File: src/hw/rtl/fasta_pack_and_index_macros.svh
// Assertion macros for the FASTA packer and indexer.
// Used by the parser and the result queue; no other dependencies.
`ifndef FASTA_PACK_AND_INDEX_MACROS_SVH
`define FASTA_PACK_AND_INDEX_MACROS_SVH

`ifndef SYNTHESIS

`define FPI_ASSERT(lbl, clkn, rstn, prop) \
  lbl: assert property (@(posedge clkn) disable iff (!rstn) (prop)) \
    else $error("fasta_pack_and_index: assertion failed");

`define FPI_ASSERT_STEP(lbl, clkn, rstn, pre, post) \
  lbl: assert property (@(posedge clkn) disable iff (!rstn) (pre) |=> (post)) \
    else $error("fasta_pack_and_index: assertion failed");

`else

`define FPI_ASSERT(lbl, clkn, rstn, prop)

`define FPI_ASSERT_STEP(lbl, clkn, rstn, pre, post)

`endif

`endif

File: src/hw/rtl/fpi_pkg.sv
// Shared types, constants and helpers for the FASTA packer and indexer.
// No dependencies.
`timescale 1ns / 1ps

package fpi_pkg;

  localparam int POS_BITS   = 32;
  localparam int FIFO_DEPTH = 4;
  localparam int FIFO_AW    = $clog2(FIFO_DEPTH);

  typedef logic [POS_BITS-1:0] pos_t;

  localparam pos_t POS_MAX = '1;

  localparam logic [7:0] CH_GT   = 8'h3E;
  localparam logic [7:0] CH_NL   = 8'h0A;
  localparam logic [7:0] CH_HASH = 8'h23;
  localparam logic [7:0] CH_NUL  = 8'h00;

  typedef enum logic [1:0] {
    M_LINE = 2'd0,
    M_HEAD = 2'd1,
    M_SEQ  = 2'd2,
    M_PEND = 2'd3
  } mode_t;

  typedef struct packed {
    logic [7:0] in_byte;
    logic       end_of_file;
  } in_item_t;

  typedef struct packed {
    logic        out_valid;
    logic [7:0]  out_byte;
    logic        rec_valid;
    logic [31:0] rec_offset;
    logic [31:0] rec_length;
    logic [31:0] max_length;
    logic        error;
    logic        last;
  } out_item_t;

  typedef struct packed {
    logic      push;
    logic      dual;
    out_item_t first;
    out_item_t second;
  } res_push_t;

  function automatic logic [31:0] pos_to_out(pos_t p);
    logic [63:0] w;
    w = 64'(p);
    return w[31:0];
  endfunction

endpackage

File: src/hw/rtl/fpi_parse.sv
// Parser state, position counters and result formation for one byte per cycle while accept is high.
// Depends on fpi_pkg and fasta_pack_and_index_macros.svh.
`timescale 1ns / 1ps
`include "fasta_pack_and_index_macros.svh"

module fpi_parse (
  input  logic              clk,
  input  logic              rst_n,
  input  logic              cfg_we,
  input  logic [7:0]        cfg_wdata,
  input  logic              accept,
  input  fpi_pkg::in_item_t in_data,
  output fpi_pkg::res_push_t res
);
  import fpi_pkg::*;

  logic [7:0] delim_r;
  mode_t      mode_r, mode_nxt, mode_fsm;
  pos_t       wpos_r, wpos_nxt;
  pos_t       hash_r, hash_nxt;
  pos_t       long_r, long_nxt;
  logic       seen_r, seen_nxt;
  logic       fault_r, fault_nxt;

  logic       is_gt, is_nl, eof;
  logic       do_close, do_wr, set_hash, tail_fault;
  logic [7:0] wr_byte;

  pos_t       p1, pw, p2, len;
  logic       sat0, satw, first_bad;

  assign is_gt = (in_data.in_byte == CH_GT);
  assign is_nl = (in_data.in_byte == CH_NL);
  assign eof   = in_data.end_of_file;

  always_comb begin
    unique case (mode_r) inside
      M_HEAD: begin
        mode_fsm = is_nl ? M_LINE : M_HEAD;
      end
      M_SEQ: begin
        mode_fsm = is_nl ? M_PEND : M_SEQ;
      end
      M_PEND, M_LINE: begin
        mode_fsm = is_gt ? M_HEAD : (is_nl ? M_PEND : M_SEQ);
      end
      default: begin
        mode_fsm = M_LINE;
      end
    endcase
    mode_nxt = eof ? M_LINE : mode_fsm;
  end

  always_comb begin
    do_close   = 1'b0;
    do_wr      = 1'b0;
    set_hash   = 1'b0;
    tail_fault = 1'b0;
    wr_byte    = in_data.in_byte;
    unique case (mode_r) inside
      M_HEAD: begin
        do_wr = 1'b1;
        if (is_nl) begin
          wr_byte  = CH_HASH;
          set_hash = 1'b1;
        end else begin
          tail_fault = eof;
        end
      end
      M_SEQ: begin
        if (is_nl) begin
          do_close = eof;
        end else begin
          do_wr      = 1'b1;
          tail_fault = eof;
        end
      end
      M_PEND, M_LINE: begin
        if (is_nl) begin
          do_close = eof;
        end else begin
          do_close   = (mode_r == M_PEND) && is_gt;
          do_wr      = 1'b1;
          tail_fault = eof;
        end
      end
      default: begin
        do_wr = 1'b0;
      end
    endcase
  end

  assign sat0 = (wpos_r == POS_MAX);
  assign p1   = sat0 ? wpos_r : wpos_r + pos_t'(1);
  assign len  = p1 - hash_r - pos_t'(1) - pos_t'(delim_r == CH_NUL);
  assign pw   = do_close ? p1 : wpos_r;
  assign satw = (pw == POS_MAX);
  assign p2   = satw ? pw : pw + pos_t'(1);

  assign first_bad = !seen_r && !is_gt;

  always_comb begin
    wpos_nxt  = do_wr ? p2 : (do_close ? p1 : wpos_r);
    hash_nxt  = set_hash ? pw : hash_r;
    long_nxt  = (do_close && (len > long_r)) ? len : long_r;
    seen_nxt  = !eof;
    fault_nxt = fault_r | first_bad | (do_close & sat0) | (do_wr & satw) | tail_fault;
  end

  always_comb begin
    res = '0;
    res.push = accept;
    res.dual = do_close && do_wr;
    res.first.max_length  = pos_to_out(long_nxt);
    res.first.error       = fault_nxt;
    res.first.last        = !(do_close && do_wr);
    res.second.out_valid  = 1'b1;
    res.second.out_byte   = wr_byte;
    res.second.max_length = pos_to_out(long_nxt);
    res.second.error      = fault_nxt;
    res.second.last       = 1'b1;
    if (do_close) begin
      res.first.out_valid  = 1'b1;
      res.first.out_byte   = delim_r;
      res.first.rec_valid  = 1'b1;
      res.first.rec_offset = pos_to_out(hash_r + pos_t'(1));
      res.first.rec_length = pos_to_out(len);
    end else if (do_wr) begin
      res.first.out_valid = 1'b1;
      res.first.out_byte  = wr_byte;
    end
  end

  always_ff @(posedge clk) begin
    if (!rst_n) begin
      delim_r <= CH_NUL;
    end else if (cfg_we) begin
      delim_r <= cfg_wdata;
    end
  end

  always_ff @(posedge clk) begin
    if (!rst_n) begin
      mode_r  <= M_LINE;
      wpos_r  <= '0;
      hash_r  <= '0;
      long_r  <= '0;
      seen_r  <= 1'b0;
      fault_r <= 1'b0;
    end else if (accept) begin
      mode_r  <= mode_nxt;
      wpos_r  <= wpos_nxt;
      hash_r  <= hash_nxt;
      long_r  <= long_nxt;
      seen_r  <= seen_nxt;
      fault_r <= fault_nxt;
    end
  end

  `FPI_ASSERT(a_dual_after_record, clk, rst_n, !res.dual || res.first.rec_valid)
  `FPI_ASSERT_STEP(a_fault_sticky, clk, rst_n, fault_r, fault_r)

endmodule

File: src/hw/rtl/fpi_out_fifo.sv
// Result queue: takes one or two results per transaction, presents one per cycle while nonempty and out_ready is high.
// Depends on fpi_pkg and fasta_pack_and_index_macros.svh.
`timescale 1ns / 1ps
`include "fasta_pack_and_index_macros.svh"

module fpi_out_fifo (
  input  logic               clk,
  input  logic               rst_n,
  input  fpi_pkg::res_push_t res,
  output logic               space_ok,
  output logic               out_valid,
  input  logic               out_ready,
  output fpi_pkg::out_item_t out_data
);
  import fpi_pkg::*;

  out_item_t            mem_r [FIFO_DEPTH];
  logic [FIFO_AW-1:0]   wp_r, wp_nxt, rp_r, rp_nxt, wp_plus1;
  logic [FIFO_AW:0]     count_r, count_nxt, n_in;
  logic                 pop;

  assign out_valid = (count_r != '0);
  assign out_data  = mem_r[rp_r];
  assign pop       = out_valid && out_ready;
  assign space_ok  = (count_r <= (FIFO_AW+1)'(FIFO_DEPTH - 2));

  always_comb begin
    n_in      = res.push ? (res.dual ? (FIFO_AW+1)'(2) : (FIFO_AW+1)'(1)) : '0;
    wp_plus1  = wp_r + FIFO_AW'(1);
    wp_nxt    = wp_r + n_in[FIFO_AW-1:0];
    rp_nxt    = pop ? rp_r + FIFO_AW'(1) : rp_r;
    count_nxt = count_r + n_in - (FIFO_AW+1)'(pop);
  end

  always_ff @(posedge clk) begin
    if (res.push) begin
      mem_r[wp_r] <= res.first;
    end
    if (res.push && res.dual) begin
      mem_r[wp_plus1] <= res.second;
    end
  end

  always_ff @(posedge clk) begin
    if (!rst_n) begin
      wp_r    <= '0;
      rp_r    <= '0;
      count_r <= '0;
    end else begin
      wp_r    <= wp_nxt;
      rp_r    <= rp_nxt;
      count_r <= count_nxt;
    end
  end

  `FPI_ASSERT(a_count_bound, clk, rst_n, count_r <= (FIFO_AW+1)'(FIFO_DEPTH))
  `FPI_ASSERT(a_push_has_room, clk, rst_n, !res.push || space_ok)

endmodule

File: src/hw/rtl/fasta_pack_and_index.sv
// Output: each result is registered in the result queue and presented from it in order.
// Throughput: one byte per cycle while in_ready is high; a byte giving two results queues both,
// and input ready drops while the four-entry result queue holds three or more results.
// Reset: synchronous, active low; clears parser state, positions, fault, queue, delimiter.
// Depends on fpi_pkg, fpi_parse and fpi_out_fifo.
`timescale 1ns / 1ps

module fasta_pack_and_index (
  input  logic               clk,
  input  logic               rst_n,
  input  logic               cfg_we,
  input  logic [7:0]         cfg_wdata,
  input  logic               in_valid,
  output logic               in_ready,
  input  fpi_pkg::in_item_t  in_data,
  output logic               out_valid,
  input  logic               out_ready,
  output fpi_pkg::out_item_t out_data
);
  import fpi_pkg::*;

  res_push_t res;
  logic      space_ok;
  logic      accept;

  assign in_ready = space_ok;
  assign accept   = in_valid && space_ok;

  fpi_parse u_parse (
    .clk       (clk),
    .rst_n     (rst_n),
    .cfg_we    (cfg_we),
    .cfg_wdata (cfg_wdata),
    .accept    (accept),
    .in_data   (in_data),
    .res       (res)
  );

  fpi_out_fifo u_fifo (
    .clk       (clk),
    .rst_n     (rst_n),
    .res       (res),
    .space_ok  (space_ok),
    .out_valid (out_valid),
    .out_ready (out_ready),
    .out_data  (out_data)
  );

endmodule
File: config.mk
export PLATFORM = sky130hd
export DESIGN_NAME = fasta_pack_and_index
export DESIGN_NICKNAME = d
export VERILOG_FILES = /design/src/hw/rtl/fpi_pkg.sv /design/src/hw/rtl/fpi_parse.sv /design/src/hw/rtl/fpi_out_fifo.sv /design/src/hw/rtl/fasta_pack_and_index.sv
export VERILOG_INCLUDE_DIRS = /design/src /design/src/hw/rtl
export SDC_FILE = /design/constraint.sdc
export NUM_CORES = 1
export LEC_CHECK = 0
export BUFFER_PORTS_ARGS = -buffer_cell sky130_fd_sc_hd__buf_4
export CORE_UTILIZATION = 40
export DETAILED_ROUTE_END_ITERATION = 10
export GPL_TIMING_DRIVEN = 0
export HOLD_SLACK_MARGIN = 0.12
export MAX_ROUTING_LAYER = met4
export PLACE_DENSITY = 0.64
export SLEW_MARGIN = 10
export SYNTH_ARGS = -nofsm -noshare
export SYNTH_HDL_FRONTEND = slang
export SYNTH_SLANG_ARGS = --single-unit
File: constraint.sdc
create_clock -name clk -period 8.9 [get_ports clk]
set_input_delay 0.445 -clock clk [delete_from_list [all_inputs] [get_ports clk]]
set_output_delay 0.445 -clock clk [all_outputs]
set_load 0.05 [all_outputs]
**After elaboration in Yosys (flattened, before gate mapping)**

Memories as Yosys holds them, arrays and structs flattened. A register that Yosys moved wholly into a read port is not among the register bits.
Cells that the tools add are included.

- Flip-flop bits (word level): 115
- Bits in latches: 0
- RAM bits: 432
- ROM bits: 0
- Input port bits: 22
- Output and inout port bits: 110
- Logic and storage cells: 87
- Memories: 1

Memory list:

| name | depth | bits a word | rd ports | clocked after Yosys merged registers in | wr ports | RTL line | RTL |
|---|---|---|---|---|---|---|---|
| u_fifo.mem_r | 4 | 108 | 1 | 1 | 2 | fpi_out_fifo.sv:17 | `out_item_t mem_r [FIFO_DEPTH];` |

- Add/sub/neg operators: 11
- $mul: 0
- Divide/modulo/power cells: 0
- Order comparisons: 2
- Eq/ne operators: 7
- Shifts and indexed selects: 0
- Mux-type cells: 32
- Bitwise operators: 6
- Reductions and logical operators: 18

Operator list:

| operator | count |
|---|---|
| 32-bit 2-to-1 mux | 5 |
| 32-bit by 1-bit adder with 32-bit output (second input constant) | 3 |
| 65-bit 2-to-1 mux | 1 |
| 32-bit == test (second input constant) | 2 |
| 32-bit > comparator | 1 |
| 32-bit by 1-bit subtractor with 32-bit output | 1 |
| 32-bit by 1-bit subtractor with 32-bit output (second input constant) | 1 |
| 32-bit subtractor | 1 |
| 9-bit 2-to-1 mux | 2 |
| 8-bit 2-to-1 mux | 2 |
| 1-bit 2-to-1 mux | 13 |
| 2-bit 2-to-1 mux | 5 |
| 8-bit by 4-bit == test with 1-bit output (second input constant) | 1 |
| 8-bit by 6-bit == test with 1-bit output (second input constant) | 1 |
| 8-bit zero test | 1 |
| 1-bit logical AND | 7 |
| 2-bit one-hot mux with 3 select lines | 1 |
| 2-bit by 1-bit adder with 2-bit output (second input constant) | 2 |
| 2-bit == test (second input constant) | 2 |
| 1-bit zero test | 4 |
| 1-bit bitwise OR | 4 |
| 1-bit one-hot mux with 2 select lines | 2 |
| 4-bit OR reduction | 1 |
| 3-bit adder | 1 |
| 11 further kinds | 12 |

**Longest topological paths before layout**

- Depth after elaboration: 9
- Mapped depth: 37
- Depth with buffers taken out: 31

**By module**

A second synthesis with hierarchy kept.

- Cell total of the unflattened synthesis: 2721
- Area total of the unflattened synthesis: 32885.3 sq um

Modules (own cells, without submodules):

| module | instances | cells each | area each (sq um) |
|---|---|---|---|
| fpi_out_fifo | 1 | 1097 | 21190.3 |
| fpi_parse | 1 | 1623 | 11688.7 |
| fasta_pack_and_index | 1 | 1 | 6.3 |

**Worst setup path before layout**

Ideal clock, no wire load.

- Kind: reg2reg
- Start point: reg u_parse.wpos_r[0]
- End point: mem u_fifo.mem_r[0][27] (netlist name), data pin
- Setup time: 265 ps
- Arrival time: 7380 ps
- Required time: 8635 ps
- Slack: 1255 ps
- Stages on the path, launching flop included: 36
- Buffers on the path: 6
- Cells stage by stage: dfxtp_1 > ha_1 > and3_1 > clkbuf_1 > nand2_1 > nor4_2 > buf_2 > buf_2 > buf_1 > nor2_1 > xnor2_1 > ha_1 > inv_1 > ha_1 > a21o_1 > a21o_1 > a21o_1 > a211oi_1 > o211ai_1 > o211a_1 > or3_1 > a21oi_1 > xor2_1 > inv_1 > ha_1 > nand4_1 > nor4_1 > nand4_1 > nor3_1 > nor2_1 > o41ai_1 > clkbuf_1 > clkbuf_1 > a21oi_1 > a21oi_1 > nor2_1

RTL lines:

| what | RTL line | RTL |
|---|---|---|
| start: declaration | fpi_parse.sv:19 | `pos_t wpos_r, wpos_nxt;` |
| start signal: assignment | fpi_parse.sv:152 | `wpos_r <= wpos_nxt;` |
| end: declaration | fpi_out_fifo.sv:17 |  |

==> results.py <==
metrics = {
    "status": {
        "status": "finished clean",
    },
    "worst_setup_path": {
        "r2r-start": "u_parse.wpos_r[13]",
        "cp_slowest_cell": "nor4_4",
        "worstSetupEndpoint": "u_fifo.mem_r[0][5]",
        "crit_path_start_kind": "register",
        "worstPathRequired_ns": 9.26,
        "max_stage_delay_ns": 0.38,
        "cp-end-kind": "register",
        "arrival_ns": 8.83,
        "crit_path_start": "u_parse.wpos_r[13]",
        "crit_fanout": 10,
        "ff2ff_setup_slack_ns": 0.43,
        "reg2reg_depth": 34,
        "r2r-end": "u_fifo.mem_r[0][5]",
        "critPathKind": "register to register",
    },
    "timing": {
        "holdWs_ns": 0.247,
        "drv_slew": 0,
        "fmax_ghz": 0.118,
        "setup_ws_ns": 0.429,
        "final-setup-viol-count": 0,
        "fin_crit_sh": 0.952,
        "min_period_ns": 8.47,
        "rsz0062_at_grt": "false",
        "report.final.hold_viol_count": 0,
        "max-slew-margin-rel": 0.114,
        "tns_ns": 0,
        "fin_skew_ns": 0.0352,
        "worstMarginPinSlew_ns": 1.32,
    },
    "final_layout": {
        "fillers": 6299,
        "final_core_util": 0.475,
        "seqCellArea_mm2": 0.0126,
        "stdcell_count": 3984,
        "drive_gt1_frac": 0.136,
        "final_nets": 3189,
        "multiInputGateArea_mm2": 0.0140,
        "area_delta_synth_final_pct": 16.6,
    },
    "logic_synthesis": {
        "netlist_instances": 2848,
        "yosys-top-cells-area": "dfxtp_1, edfxtp_1, mux4_2, ha_1, nor2_1",
        "yosys.area.top_type_share": 0.280,
        "yosysMostFrequentCell": "dfxtp_1",
        "synth_nets": 2977,
        "syn_avg_cell_area_um2": 9.68,
        "synthFlopType": "dfxtp_1",
        "yosys_warnings": 0,
        "synth_area_leader_cell": "dfxtp_1",
        "ys_seq_elements": 549,
        "synth-edff-count": 164,
        "ys_seq_area_frac": 0.458,
        "synth_cell_type_count": 77,
        "async_flop_share": 0,
        "syn_area_mm2": 0.0276,
        "synth_common_cells": "dfxtp_1, nor2_1, nand2_1",
    },
    "die": {
        "die_area_mm2": 0.0700,
        "core_mm2": 0.0676,
        "die_h_um": 264,
        "chipWidth_um": 264,
        "fp-row-count": 95,
        "start_util": 0.407,
        "io_pins": 132,
    },
    "power_and_ir_drop": {
        "p_leak_nw": 11.9,
        "vdd_drop_max_mv": 0.134,
        "power_density_mw_per_mm2": 230,
    },
    "routing": {
        "dr_total_vias": 23300,
        "ant_nets": 0,
        "firstDrtPassIters": 8,
        "routed_via_density": 5.84,
        "wl_per_cell_um": 22.9,
        "drc": 0,
        "routed_wl_um": 91200,
        "drt-initial-drc-count": 2476,
    },
    "cts": {
        "clk_path_buf_depth": 3,
        "clock_sinks": 549,
        "cts-root-buf": "clkbuf_16",
        "cts-htree-levels": 2,
        "clkTransAtPathRegs_ns": 0.06,
        "numCtsBuffers": 57,
        "cts_tree": "done",
        "clk_latency_ns": 0.64,
    },
    "global_route": {
        "grt_usage": 0.263,
        "grt_pass1_wl_um": 137000,
        "grt_max_degree": 35,
        "grt-ovfl-total": 0,
        "grt_pass1_vias": 21900,
        "antenna_found_initial": 1,
    },
    "place": {
        "port_buffers": 130,
        "dpl.cell_count": 3857,
        "place_congestion": 1.04,
        "pre_cts_ws_ns": -1.95,
        "hpwl_um": 68400,
    },
    "run": {
        "max-cap-violations": 0,
    },
    "min_path": {
        "hold_class": "primary input to register",
    },
}
worst min path at each step:
stage / slack, ns / depth (start not counted) / to / startpoint
floorplan: 0.42 / 2 / u_fifo.mem_r[2][98] / u_fifo.mem_r[2][98]
global placement: 0.43 / 2 / u_fifo.mem_r[2][78] / u_fifo.mem_r[2][78]
detailed placement: 0.44 / 2 / u_fifo.mem_r[2][78] / u_fifo.mem_r[2][78]
CTS: 0.22 / 3 / u_fifo.mem_r[0][99] / in_data[1]
global route: 0.26 / 3 / u_fifo.mem_r[0][99] / in_data[1]
finish: 0.25 / 3 / u_fifo.mem_r[0][99] / in_data[1]
registers in the layout (all words and copies together) (netlist names), named ones only:
name and flops:
u_fifo.count_r 3, u_parse.hash_r 32, u_parse.delim_r 8, u_parse.seen_r 1, u_parse.long_r 32, u_parse.mode_r 2, u_fifo.wp_r 2, u_parse.fault_r 1
u_fifo.rp_r 2, u_fifo.mem_r 432, u_parse.wpos_r 32
layout make-up:
cell class,count,share of cell area
Multi-Input combinational cell,1981,0.435
Sequential cell,549,0.393
Clock buffer,87,0.0518
Timing Repair Buffer,158,0.0401
Tap cell,873,0.0340
Buffer,183,0.0223
Inverter,130,0.0152
Clock inverter,21,0.00837
Antenna cell,2,0.000156
through the flow:
| step | cell area [µm²] | total power, mW |
|---|---|---|
| 3_5_place_dp | 29700 | 4.90 |
| 2_1_floorplan | 27600 | 4.20 |
| 5_1_grt | 32100 | 7.64 |
| 4_1_cts | 32000 | 7.37 |
| 6_report | 32100 | 7.38 |
| 3_3_place_gp | 29600 | 4.88 |
worst max-delay path: cells and delay by family, from the launching register on:
family / cells / cell delay [ns]
XOR/XNOR: 2 / 0.39
AO/OA/AOI/OAI: 8 / 1.73
multiplexers: 1 / 0.37
adder cells (fa/ha/maj): 3 / 0.97
flip-flops: 1 / 0.30
buffers and inverters: 9 / 1.83
AND/OR/NAND/NOR: 11 / 2.57
cell families (layout without fill, tap and decap cells):
kind of cell             count (synthesis)  count (layout)  synth area share
multiplexers                           162             162             0.108
buffers and inverters                  318             579            0.0437
AO/OA/AOI/OAI                          588             588             0.135
AND/OR/NAND/NOR                        985             985             0.162
XOR/XNOR                               139             139            0.0442
other                                    0               2                 0
adder cells (fa/ha/maj)                107             107            0.0491
flip-flops                             549             549             0.458
where the power goes:
group	leakage (nW)	internal, mW	switching [mW]
registers	4.84	2.70	0.0505
logic	6.09	0.687	1.48
clock network	0.937	1.41	1.05
total	11.9	4.81	2.58
cells in the final DEF, fill, tap and decap left out, drive strengths merged, types with 6 or more instances in the layout:
cell type,n
or4,14
ha,105
nand3,124
nor2,351
a31oi,9
a2111oi,7
nor3,46
and3,22
a21o,24
a21oi,92
clkinv,13
buf,182
dlygate4sd3,9
dfxtp,385
xor2,47
inv,131
o21a,9
nor4b,6
nand2b,10
a211oi,34
a22o,77
nand4,33
mux4,108
o211ai,12
o31ai,14
nand2,294
edfxtp,164
xnor2,92
and2,26
clkbuf,236
o21ai,250
nor4,15
mux2i,51
and4,12
o22ai,13
or3,17
a22oi,6
repair_timing:
action                                  4_1_cts  5_1_grt
setup buffers                                10        3
hold endpoints to repair                      9        0
hold buffers                                  9        0
gates cloned                                  0        0
resized for setup                            37       22
endpoints found under the setup margin      160      160
pin swaps                                     3        3
per-layer routing:
metal	track usage	wire, µm	vias to the layer above
li1	-	-	10700
met1	0.353	38700	11300
met2	0.407	41800	1070
met3	0.0372	7430	201
met4	0.0908	3290	0
met5	-	0	-
Note: power is estimated with default switching activity, not from simulation.
